$ cat src/sv/sti_pkg.sv
// Shared constants, types and helper functions of the sorted table.
`timescale 1ns / 1ps

package sti_pkg;

  // Table geometry.
  localparam int DEPTH      = 64;
  localparam int VALUE_BITS = 32;
  localparam int IDX_W      = $clog2(DEPTH);
  localparam int CNT_W      = $clog2(DEPTH + 1);

  // Fixed field widths of the channels.
  localparam int KIND_W   = 2;
  localparam int VAL_W    = 32;
  localparam int STATUS_W = 3;
  localparam int COUNT_W  = 7;

  // Operation codes.
  localparam logic [KIND_W-1:0] KIND_INSERT = 2'd0;
  localparam logic [KIND_W-1:0] KIND_REMOVE = 2'd1;
  localparam logic [KIND_W-1:0] KIND_DUMP   = 2'd2;

  // Result status codes.
  localparam logic [STATUS_W-1:0] ST_DONE      = 3'd0;
  localparam logic [STATUS_W-1:0] ST_FULL      = 3'd1;
  localparam logic [STATUS_W-1:0] ST_NOT_FOUND = 3'd2;
  localparam logic [STATUS_W-1:0] ST_ENTRY     = 3'd3;
  localparam logic [STATUS_W-1:0] ST_EMPTY     = 3'd4;

  typedef logic signed [VALUE_BITS-1:0] elem_t;
  typedef logic [CNT_W-1:0]             cnt_t;
  typedef logic [IDX_W-1:0]             idx_t;

  // Controller states.
  typedef enum logic [2:0] {
    S_IDLE,
    S_CMP,
    S_APPLY,
    S_DUMP,
    S_OUT
  } state_t;

  // Commands from the controller to the datapath.
  typedef struct packed {
    logic load_in;
    logic compare;
    logic apply;
    logic dump_step;
  } dp_cmd_t;

  // Status from the datapath to the controller.
  typedef struct packed {
    logic dump_go;
    logic last;
  } dp_sts_t;

  // Takes the low VALUE_BITS bits of a port value as a signed element.
  function automatic elem_t to_elem(input logic [VAL_W-1:0] v);
    logic [63:0] w;
    w = 64'(signed'(v));
    return w[VALUE_BITS-1:0];
  endfunction

  // Sign-extends or truncates an element to the port width.
  function automatic logic [VAL_W-1:0] from_elem(input elem_t e);
    logic [63:0] w;
    w = 64'(e);
    return w[VAL_W-1:0];
  endfunction

endpackage

$ cat src/sv/sti_ctrl.sv
// Controller state machine that sequences each operation through the datapath.
`timescale 1ns / 1ps

module sti_ctrl (
  input  logic             clk,
  input  logic             rst_n,
  input  logic             in_valid,
  output logic             in_ready,
  output logic             out_valid,
  input  logic             out_ready,
  output sti_pkg::dp_cmd_t cmd,
  input  sti_pkg::dp_sts_t sts
);
  import sti_pkg::*;

  state_t state_r;
  state_t state_nxt;

  // State register.
  always_ff @(posedge clk) begin
    if (!rst_n) begin
      state_r <= S_IDLE;
    end else begin
      state_r <= state_nxt;
    end
  end

  // Next state.
  always_comb begin
    state_nxt = state_r;
    unique case (state_r)
      S_IDLE: begin
        if (in_valid) begin
          state_nxt = S_CMP;
        end
      end
      S_CMP: begin
        state_nxt = S_APPLY;
      end
      S_APPLY: begin
        if (sts.dump_go) begin
          state_nxt = S_DUMP;
        end else begin
          state_nxt = S_OUT;
        end
      end
      S_DUMP: begin
        state_nxt = S_OUT;
      end
      S_OUT: begin
        if (out_ready) begin
          state_nxt = sts.last ? S_IDLE : S_DUMP;
        end
      end
      default: begin
        state_nxt = S_IDLE;
      end
    endcase
  end

  // Outputs.
  always_comb begin
    in_ready  = 1'b0;
    out_valid = 1'b0;
    cmd       = '0;
    unique case (state_r)
      S_IDLE: begin
        in_ready    = 1'b1;
        cmd.load_in = in_valid;
      end
      S_CMP: begin
        cmd.compare = 1'b1;
      end
      S_APPLY: begin
        cmd.apply = 1'b1;
      end
      S_DUMP: begin
        cmd.dump_step = 1'b1;
      end
      S_OUT: begin
        out_valid = 1'b1;
      end
      default: begin
        cmd = '0;
      end
    endcase
  end

endmodule

$ cat config.mk
export PLATFORM = sky130hd
export DESIGN_NAME = sti_ctrl
export DESIGN_NICKNAME = d
export VERILOG_FILES = /design/src/sv/sti_pkg.sv /design/src/sv/sti_ctrl.sv
export SDC_FILE = /design/constraint.sdc
export NUM_CORES = 1
export LEC_CHECK = 0
export BUFFER_PORTS_ARGS = -buffer_cell sky130_fd_sc_hd__buf_4
export CAP_MARGIN = 20
export CORE_AREA = 2 2 39 41
export CTS_CLUSTER_DIAMETER = 150
export DETAILED_ROUTE_END_ITERATION = 6
export DIE_AREA = 0 0 41 43
export PLACE_DENSITY = 0.43
export SLEW_MARGIN = 0
export SYNTH_ARGS = -nofsm -noshare
export SYNTH_HDL_FRONTEND = slang
export SYNTH_SLANG_ARGS = --single-unit
export TNS_END_PERCENT = 20
$ cat constraint.sdc
create_clock -name clk -period 3.3 [get_ports clk]
set_clock_uncertainty 0.05 [all_clocks]
set_input_delay 0.33 -clock clk [delete_from_list [all_inputs] [get_ports clk]]
set_output_delay 0.33 -clock clk [all_outputs]
set_load 0.02 [all_outputs]
After elaboration in Yosys (flattened, before gate mapping) --
Index checks and enable logic that the tools add are counted.
Storage, ports and cells: register bits 3, output and inout bits 6
Operators by class: eq/ne operators 6, muxes and demuxes 11, reductions and logical operators 2
Operator list (count):
- case mux 3 bit (5 select lines) | 1
- 2-to-1 mux 3 bit | 3
- equality test 3 x 2 -> 1 bit (second input constant) | 2
- 2-to-1 mux 1 bit | 6
- != test 2 bit (second input constant) | 2
- equality test 3 x 1 -> 1 bit (second input constant) | 1
- equality test 3 bit (second input constant) | 1
- logical NOT 3 bit | 1
- 2-to-1 mux 2 bit | 1
- AND reduction 2 bit | 1

Depth between registers and ports, before layout --
Gate-level depths: netlist of the first run.
word-level depth 3, gate-level depth with buffers 4, depth with buffers taken out 3

Least setup slack after synthesis of the first run --
No wires, ideal clock.
kind reg2out, from register state_r[1], to output cmd[3] (netlist name), data arrival time 1.265 ns, required time 2.920 ns, path slack 1.655 ns, stages on the path, launching flop included 4, cells stage by stage dfxtp_1 buf_2 nor3_1 and2_1
RTL lines:
- from (decl) | line sti_ctrl.sv:16 | state_t state_r;
- from (signal assigned) | line sti_ctrl.sv:24 | state_r <= state_nxt;
- to (decl) | line sti_ctrl.sv:11 | output sti_pkg::dp_cmd_t cmd,

Final worst setup path of the first run --
from register state_r[2], to output out_valid
Between the ends: longest elaborated chain between the ends 2
Ends and longest elaborated chain:
- equality test 3 bit | line sti_ctrl.sv:66 | unique case (state_r)
- 2-to-1 mux 1 bit | line sti_ctrl.sv:66
- to (decl) | line sti_ctrl.sv:9 | output logic out_valid,
No other way between the ends.

==> results_dict.tcl, run 1 <==
set metrics [dict create \
    outcome "complete, no violations" \
    initial_utilization 0.1401 \
    most_used_cells_in_the_layout_excluding_fill_and_tap_cells "11 x sky130_fd_sc_hd__buf_4, 5 x sky130_fd_sc_hd__nor3_1, 3 x sky130_fd_sc_hd__nor2_1, 3 x sky130_fd_sc_hd__clkbuf_4, 3 x sky130_fd_sc_hd__dfxtp_1" \
    yosys_warnings 0 \
    synthXorXnorAreaFrac 0 \
    max_cap_viol_count 0 \
    synthDistinctLibCells 17 \
    finalCoreUtilization 0.2297 \
    maximum_count_of_clock_buffers_along_a_single_path 2 \
    path_cells "or2b_2 -> nor2_1 -> buf_4" \
    fin_cells 56 \
    post-cts-setup-buffers 0 \
    yosys.area_share.simple 0.4258 \
    grt_max_degree 12 \
    place.gp.congestion 0.6082 \
    wirelength_routed_um 483 \
    die_area_mm2 0.001763 \
    design.portCount 12 \
    netlist_top_cells_area "sky130_fd_sc_hd__dfxtp_1 31%, sky130_fd_sc_hd__nor3_1 13%, sky130_fd_sc_hd__nor2_1 5.8%" \
    via_per_inst 4.036 \
    synth-adder-area-share 0 \
    io_buffer_count 11 \
    placedCellCount 52 \
    timing.reg2reg.setup_slack_ns 2.07 \
    die_w_um 41 \
    insertion_delay_ns 0.23 \
    dp_slack_ns 1.909 \
    yosys-mux-area-fraction 0 \
    pnr_worst_setup_slack_ns 1.664 \
    finalPower_mw 0.1556 \
    largest_area_contributor_in_the_netlist "sky130_fd_sc_hd__dfxtp_1" \
    cts_tree "done" \
    synth_top_family_by_area "simple AND/OR/NAND/NOR gates" \
    timing_hold_violations_final 0 \
    worst_ir_drop_vdd_mv 0.1484 \
    dr.pass1.iters 2 \
    reg.largest.list "state_r (3)" \
    grt_overflow_total 0 \
    diodes 0 \
    worstPathMaxFanout 8 \
    post-route-min-period_ns 1.636 \
    power.leakage_nw 0.1409 \
    fp.dieH_um 43 \
    whs_ns 0.2691 \
    mean_post_synth_cell_area_um2 7.459 \
    final-setup-viol-count 0 \
    postLayoutCellArea_um2 317.8 \
    grt_pass1_vias 226 \
    worst_path_largest_cell_delay_ns 0.44 \
    portion_of_the_post_synthesis_area_used_by_sequential_elements 0.3097 \
    timing.max_slew.rel_slack 0.7955 \
    cts-root-buf "sky130_fd_sc_hd__clkbuf_4" \
    ctsHoldBuffers 0 \
    mostFrequentLayoutCell "sky130_fd_sc_hd__buf_4" \
    grt_antenna_before_repair 0 \
    synth_compound_gate_area_share 0.2194 \
    p_per_area_mw_per_mm2 489.7 \
    cts_max_level 1 \
    hold_class "primary input to flip-flop" \
    criticalPathCategory "flip-flop to output pin" \
    fin_crit_sh 0.4959 \
    largest_register_ffs 3 \
    place_area_um2 291.5 \
    nets 47 \
    core.rowCount 14 \
    synthesis.nets 32 \
    area_delta_synth_final_pct 63.87 \
    worst_path_max_delay_cell "sky130_fd_sc_hd__dfxtp_1" \
    largest_register "state_r" \
    tritoncts_buffers 3 \
    detailed_place_hpwl_um 407 \
    global_route_wire_length_before_repair_um 841 \
    tritoncts_num_sinks 3 \
    drtIter0Drc 1 \
    antenna_violating_nets_post_route 0 \
    synthCells 26 \
    synth_largest_type_area_fraction 0.3097 \
    worst_setup_hold_path_clk_slew_ns 0.03 \
    vias 226 \
    grt_setup_unrepaired "false" \
    ctsResizeCount 0 \
    critical_path_arrival_ns 1.26 \
    postSynthRegisterBits 3 \
    drt_drc_violations_left 0 \
    post_route_cells_drive_above_1_share 0.4000 \
    slew_worst_pin_ns 0.3064 \
    fin_setup_tns_ns 0 \
    timing.critical_path.required_ns 2.92 \
    grt_use_total 0.07523 \
    slew_viol_final 0 \
    achievable-frequency_ghz 0.6111 \
    core_region_area_mm2 0.001384 \
    post_synth_design_cell_area_um2 193.9 \
    cp-start-kind "flip-flop" \
    drt-wirelength-per-cell_um 8.625 \
    crit_path_end_kind "output pin" \
]
[area by class of cell]
type                       count  area [µm²]
multi-input combinational     21       125.1
clock buffer                   4       26.28
tap                           16       20.02
fill                         166        1066
timing repair buffer          11       82.58
sequential                     3       60.06
inverter                       1       3.754
[synthesized netlist by cell type (all sizes together)]
| master | count |
|---|---|
| nor3 | 5 |
| dfxtp | 3 |
| nor2 | 3 |
| a21oi | 2 |
| and2 | 1 |
| and3 | 1 |
| buf | 1 |
| inv | 1 |
| nand2 | 1 |
| nand2b | 1 |
| nor2b | 1 |
| o21a | 1 |
| o22ai | 1 |
| o31a | 1 |
| o41ai | 1 |
| or2b | 1 |
| or3b | 1 |
[routing by layer]
metal | global-route usage | routed length, µm
met4 | 0.04000 | 0
met1 | 0.07692 | 178
met3 | 0.06283 | 30
met5 | 0 | 0
met2 | 0.1031 | 274
[worst paths after layout]
path	from	endpoint	cells after the start
setup / recovery	state_r[2]	out_valid	3
setup reg to reg	state_r[1]	state_r[0]	3
hold reg to reg	state_r[0]	state_r[0]	2
hold / removal	rst_n	state_r[2]	2
[report_power, final]
group	switching, mW	internal, mW	leakage (nW)
Combinational	0.0238	0.0229	0.101
Clock	0.0170	0.0452	0.0150
Sequential	0.00667	0.0401	0.0246
Total	0.0475	0.108	0.141
[cells by family after synthesis]
group           count (synthesis)
buf+inv                         2
flops                           3
simple gates                   15
compound gates                  6
[worst max-delay path: cells and delay by family (launching register included)]
family / cells / cell delay (ns)
DFF: 1 / 0.44
and+or+nand+nor: 2 / 0.44
buffers and inverters: 1 / 0.14
Power figures use the tool's default switching activity.
==> inputs of run 2 (changes only) <==
PLACE_DENSITY = 0.44   (was 0.43)
clock period = 1.35 ns   (was 3.3 ns; I/O delays follow)
==> run 2 against run 1 <==
Clock-buffer cell count unchanged. Sequential power rose to 2.5 times the previous value. Sequential share of layout area up 0.80 points.
==> results_dict.tcl, run 2 (synthesis results as in run 1) <==
set metrics [dict create \
    io_buffer_count 11 \
    dp_slack_ns 0.1270 \
    drt-wirelength-per-cell_um 9.286 \
    pnr_worst_setup_slack_ns 0.05172 \
    dr.pass1.iters 4 \
    worst_ir_drop_vdd_mv 0.2657 \
    core.rowCount 14 \
    vias 229 \
    design.portCount 12 \
    criticalPathCategory "flip-flop to output pin" \
    timing.critical_path.required_ns 1.16 \
    wirelength_routed_um 520 \
    initial_utilization 0.1401 \
    worst_setup_hold_path_clk_slew_ns 0.03 \
    die_w_um 41 \
    timing_hold_violations_final 0 \
    core_region_area_mm2 0.001384 \
    insertion_delay_ns 0.23 \
    hold_class "primary input to flip-flop" \
    outcome "complete, no violations" \
    cts-root-buf "sky130_fd_sc_hd__clkbuf_4" \
    critical_path_arrival_ns 1.11 \
    maximum_count_of_clock_buffers_along_a_single_path 2 \
    grt_pass1_vias 207 \
    post_route_cells_drive_above_1_share 0.5250 \
    fin_crit_sh 0.9617 \
    fin_cells 56 \
    die_area_mm2 0.001763 \
    tritoncts_buffers 3 \
    crit_path_end_kind "output pin" \
    multiInputGateArea_um2 137.6 \
    global_route_wire_length_before_repair_um 841 \
    antenna_violating_nets_post_route 0 \
    drt_drc_violations_left 0 \
    fin_setup_tns_ns 0 \
    power.leakage_nw 0.1472 \
    achievable-frequency_ghz 0.7703 \
    grt_max_degree 12 \
    cp-start-kind "flip-flop" \
    max_cap_viol_count 0 \
    reg.largest.list "state_r (3)" \
    via_per_inst 4.089 \
    largest_register_ffs 3 \
    grt_overflow_total 0 \
    most_used_cells_in_the_layout_excluding_fill_and_tap_cells "11 x sky130_fd_sc_hd__buf_4, 3 x sky130_fd_sc_hd__nor2_1, 3 x sky130_fd_sc_hd__nor3_1, 3 x sky130_fd_sc_hd__clkbuf_4" \
    post-route-min-period_ns 1.298 \
    grt_antenna_before_repair 0 \
    cts_tree "done" \
    p_per_area_mw_per_mm2 1171 \
    tritoncts_num_sinks 3 \
    final-setup-viol-count 0 \
    worstPathMaxFanout 8 \
    drtIter0Drc 1 \
    place.gp.congestion 0.6786 \
    grt_setup_unrepaired "true" \
    layout.area.seq_um2 66.31 \
    timing.max_slew.rel_slack 0.8016 \
    slew_worst_pin_ns 0.2937 \
    grt_use_total 0.07916 \
    nets 47 \
    slew_viol_final 0 \
    area_delta_synth_final_pct 73.55 \
    largest_register "state_r" \
    fill_cell_instance_count_of_the_final_layout 166 \
    fp.dieH_um 43 \
    diodes 0 \
    placedCellCount 52 \
    cts_max_level 1 \
    mostFrequentLayoutCell "sky130_fd_sc_hd__buf_4" \
]
## run 2: cell counts in the layout (fill, tap and decap cells not counted)
Identical to the previous run, type by type.
## run 2: cell type report
| class | instances | area share |
|---|---|---|
| multi-input combinational | 21 | 0.4089 |
| tap | 16 | 0.05948 |
| timing repair buffer | 11 | 0.2454 |
| clock buffer | 4 | 0.07807 |
| sequential | 3 | 0.1970 |
| inverter | 1 | 0.01115 |
## run 2: metal layers
layer / global-route usage / up-vias / wire, µm
li1: - / 123 / -
met5: 0 / - / 0
met4: 0.08000 / 0 / 0
met3: 0.04712 / 0 / 41
met2: 0.1125 / 8 / 286
met1: 0.07029 / 98 / 192
## run 2: timing repair
action	CTS	global route
resized for setup	5	1
hold buffers	0	0
buffers inserted	0	0
endpoints found under the setup margin	3	2
gates cloned	0	0
## run 2: power breakdown
group	switching [mW]	internal, mW
Combinational	0.0596	0.0598
Clock	0.0453	0.111
Sequential	0.0198	0.0988
Total	0.125	0.269
## run 2: final timing paths
check        startpoint         end  slack, ns  depth (start not counted)
max          state_r[2]   out_valid       0.05                          3
min               rst_n  state_r[2]       0.07                          2
max reg2reg  state_r[1]  state_r[0]       0.16                          3
min reg2reg  state_r[2]  state_r[1]       0.55                          2
## run 2: worst max-delay path, cell delays in order (launching register included)
cell                      delay [ns]
sky130_fd_sc_hd__dfxtp_4        0.38
sky130_fd_sc_hd__or2b_4         0.28
sky130_fd_sc_hd__nor2_1         0.09
sky130_fd_sc_hd__buf_4          0.14
## run 2: metrics by stage
stage               total power [mW]  hold WS, ns  cell area (µm²)  utilization
global placement              0.2364       0.3107            296.5       0.2143
floorplan                     0.1838       0.2025            198.9            -
CTS                           0.4058      0.06924            334.1       0.2414
global route                  0.4291      0.08174            336.6       0.2432
finish                        0.3940      0.07323            336.6       0.2432
detailed placement            0.2358       0.3133            296.5       0.2143
==> inputs of run 3 (changes only) <==
HOLD_SLACK_MARGIN = 0.12   (was default)
==> run 3 against run 2 <==
Hold slack better by 0.11 ns. Clock power hardly changed. Die area stayed put. Wire length is 0.58% higher. Maximum frequency stayed put. Sequential share of layout area is 0.57 points lower. Worst setup slack stayed put. Clock-buffer cell count stayed put. Register-to-register slack hardly changed. Via count is 1.7% higher. Critical endpoint unchanged. Highest routed layer unchanged.
==> results_dict.tcl, run 3 (synthesis results as in run 1) <==
set metrics [dict create \
    hold_class "primary input to flip-flop" \
    via_per_inst 4.088 \
    core_region_area_mm2 0.001384 \
    fp.dieH_um 43 \
    fin_cells 57 \
    drt-wirelength-per-cell_um 9.175 \
    drt_drc_violations_left 0 \
    die_area_mm2 0.001763 \
    drtIter0Drc 1 \
    most_used_cells_in_the_layout_excluding_fill_and_tap_cells "11 x sky130_fd_sc_hd__buf_4, 3 x sky130_fd_sc_hd__nor2_1, 3 x sky130_fd_sc_hd__nor3_1, 3 x sky130_fd_sc_hd__clkbuf_4" \
    max_cap_viol_count 0 \
    place_area_um2 296.5 \
    criticalPathCategory "flip-flop to output pin" \
    seq_power_share 0.299 \
    grt_overflow_total 0 \
    power_switching_mw 0.1251 \
    slew_worst_pin_ns 0.2937 \
    tritoncts_buffers 3 \
    p_per_area_mw_per_mm2 1143 \
    critical_path_arrival_ns 1.11 \
    placedCellCount 52 \
    finalCoreUtilization 0.2505 \
    design.portCount 12 \
    initial_utilization 0.1401 \
    io_buffer_count 11 \
    grt_max_degree 12 \
    fill_cell_instance_count_of_the_final_layout 166 \
    cts_max_level 1 \
    reg.largest.list "state_r (3)" \
    worstPathMaxFanout 8 \
    cp-start-kind "flip-flop" \
    timing_hold_violations_final 0 \
    cellInternalPower_mw 0.2711 \
    wirelength_routed_um 523 \
    final-setup-viol-count 0 \
    grt_setup_unrepaired "true" \
    worst_path_largest_cell_delay_ns 0.38 \
    pwr-share-comb 0.307 \
    cts-root-buf "sky130_fd_sc_hd__clkbuf_4" \
    power_switching_share 0.3158 \
    postLayoutCellArea_um2 346.6 \
    path_cells "or2b_4 -> nor2_1 -> buf_4" \
    outcome "complete, no violations" \
    crit_path_end_kind "output pin" \
    achievable-frequency_ghz 0.7703 \
    fin_crit_sh 0.9617 \
    place.gp.congestion 0.6786 \
    global_route_wire_length_before_repair_um 841 \
    largest_register_ffs 3 \
    whs_ns 0.1878 \
    power.leakage_nw 0.1514 \
    maximum_count_of_clock_buffers_along_a_single_path 2 \
    post-route-min-period_ns 1.298 \
    post_route_cells_drive_above_1_share 0.5122 \
    core.rowCount 14 \
    nets 48 \
    diodes 0 \
    grt_pass1_vias 207 \
    timing.max_slew.rel_slack 0.8016 \
    die_w_um 41 \
    worst_setup_hold_path_clk_slew_ns 0.03 \
    timing.critical_path.required_ns 1.16 \
    grt_use_total 0.07916 \
    cts_tree "done" \
    dr.pass1.iters 4 \
    worst_path_max_delay_cell "sky130_fd_sc_hd__dfxtp_4" \
    antenna_violating_nets_post_route 0 \
    largest_register "state_r" \
    mostFrequentLayoutCell "sky130_fd_sc_hd__buf_4" \
    clkPwrFrac 0.394 \
    tritoncts_num_sinks 3 \
    area_delta_synth_final_pct 78.71 \
    insertion_delay_ns 0.23 \
    worst_ir_drop_vdd_mv 0.2657 \
    grt_antenna_before_repair 0 \
    slew_viol_final 0 \
    vias 233 \
]
## run 3: path summary, 6_finish.rpt
path | from | end | slack [ns] | depth (start not counted)
setup / recovery | state_r[2] | out_valid | 0.05 | 3
hold / removal | out_ready | state_r[2] | 0.19 | 3
setup reg to reg | state_r[1] | state_r[0] | 0.16 | 3
hold reg to reg | state_r[2] | state_r[1] | 0.55 | 2
## run 3: per-stage QoR
stage	setup WS [ns]	TNS, ns	total power, mW
after floorplan	-0.03016	-0.03016	0.1838
after global placement	0.1090	0	0.2364
after detailed placement	0.1270	0	0.2358
after CTS	-0.01178	-0.01178	0.4080
after global routing	-0.009966	-0.009966	0.4314
final	0.05172	0	0.3962
## run 3: layout make-up
type	count	area [µm²]	area share
sequential	3	66.31	0.1913
timing repair buffer	12	92.59	0.2671
multi-input combinational	21	137.6	0.3971
clock buffer	4	26.28	0.07581
inverter	1	3.754	0.01083
tap	16	20.02	0.05776
## run 3: routing by layer
metal | part of all wire | vias up | GRT usage
met4 | 0 | 0 | 0.08000
met3 | 0.078 | 0 | 0.04712
met2 | 0.54 | 8 | 0.1125
met1 | 0.37 | 100 | 0.07029
li1 | - | 125 | -
met5 | 0 | - | 0
## run 3: power by group through the flow
stage | Sequential, mW | Combinational [mW] | Clock [mW]
4_1_cts | 0.118 | 0.123 | 0.167
2_1_floorplan | 0.108 | 0.0757 | 0
6_report | 0.119 | 0.122 | 0.156
5_1_grt | 0.122 | 0.134 | 0.176
3_3_place_gp | 0.118 | 0.118 | 0
3_5_place_dp | 0.118 | 0.118 | 0
## run 3: worst max-delay path, delay by kind of cell, from the launching register on
kind | cells | cell delay, ns
buf+inv | 1 | 0.14
simple gates | 2 | 0.37
flops | 1 | 0.38
## run 3: timing repair
action                     4_1_cts  5_1_grt
hold buffers                     1        0
buffers inserted                 0        0
hold endpoints to repair         1        0
resized for setup                5        1
setup endpoints to repair        3        2
pin swaps                        0        0
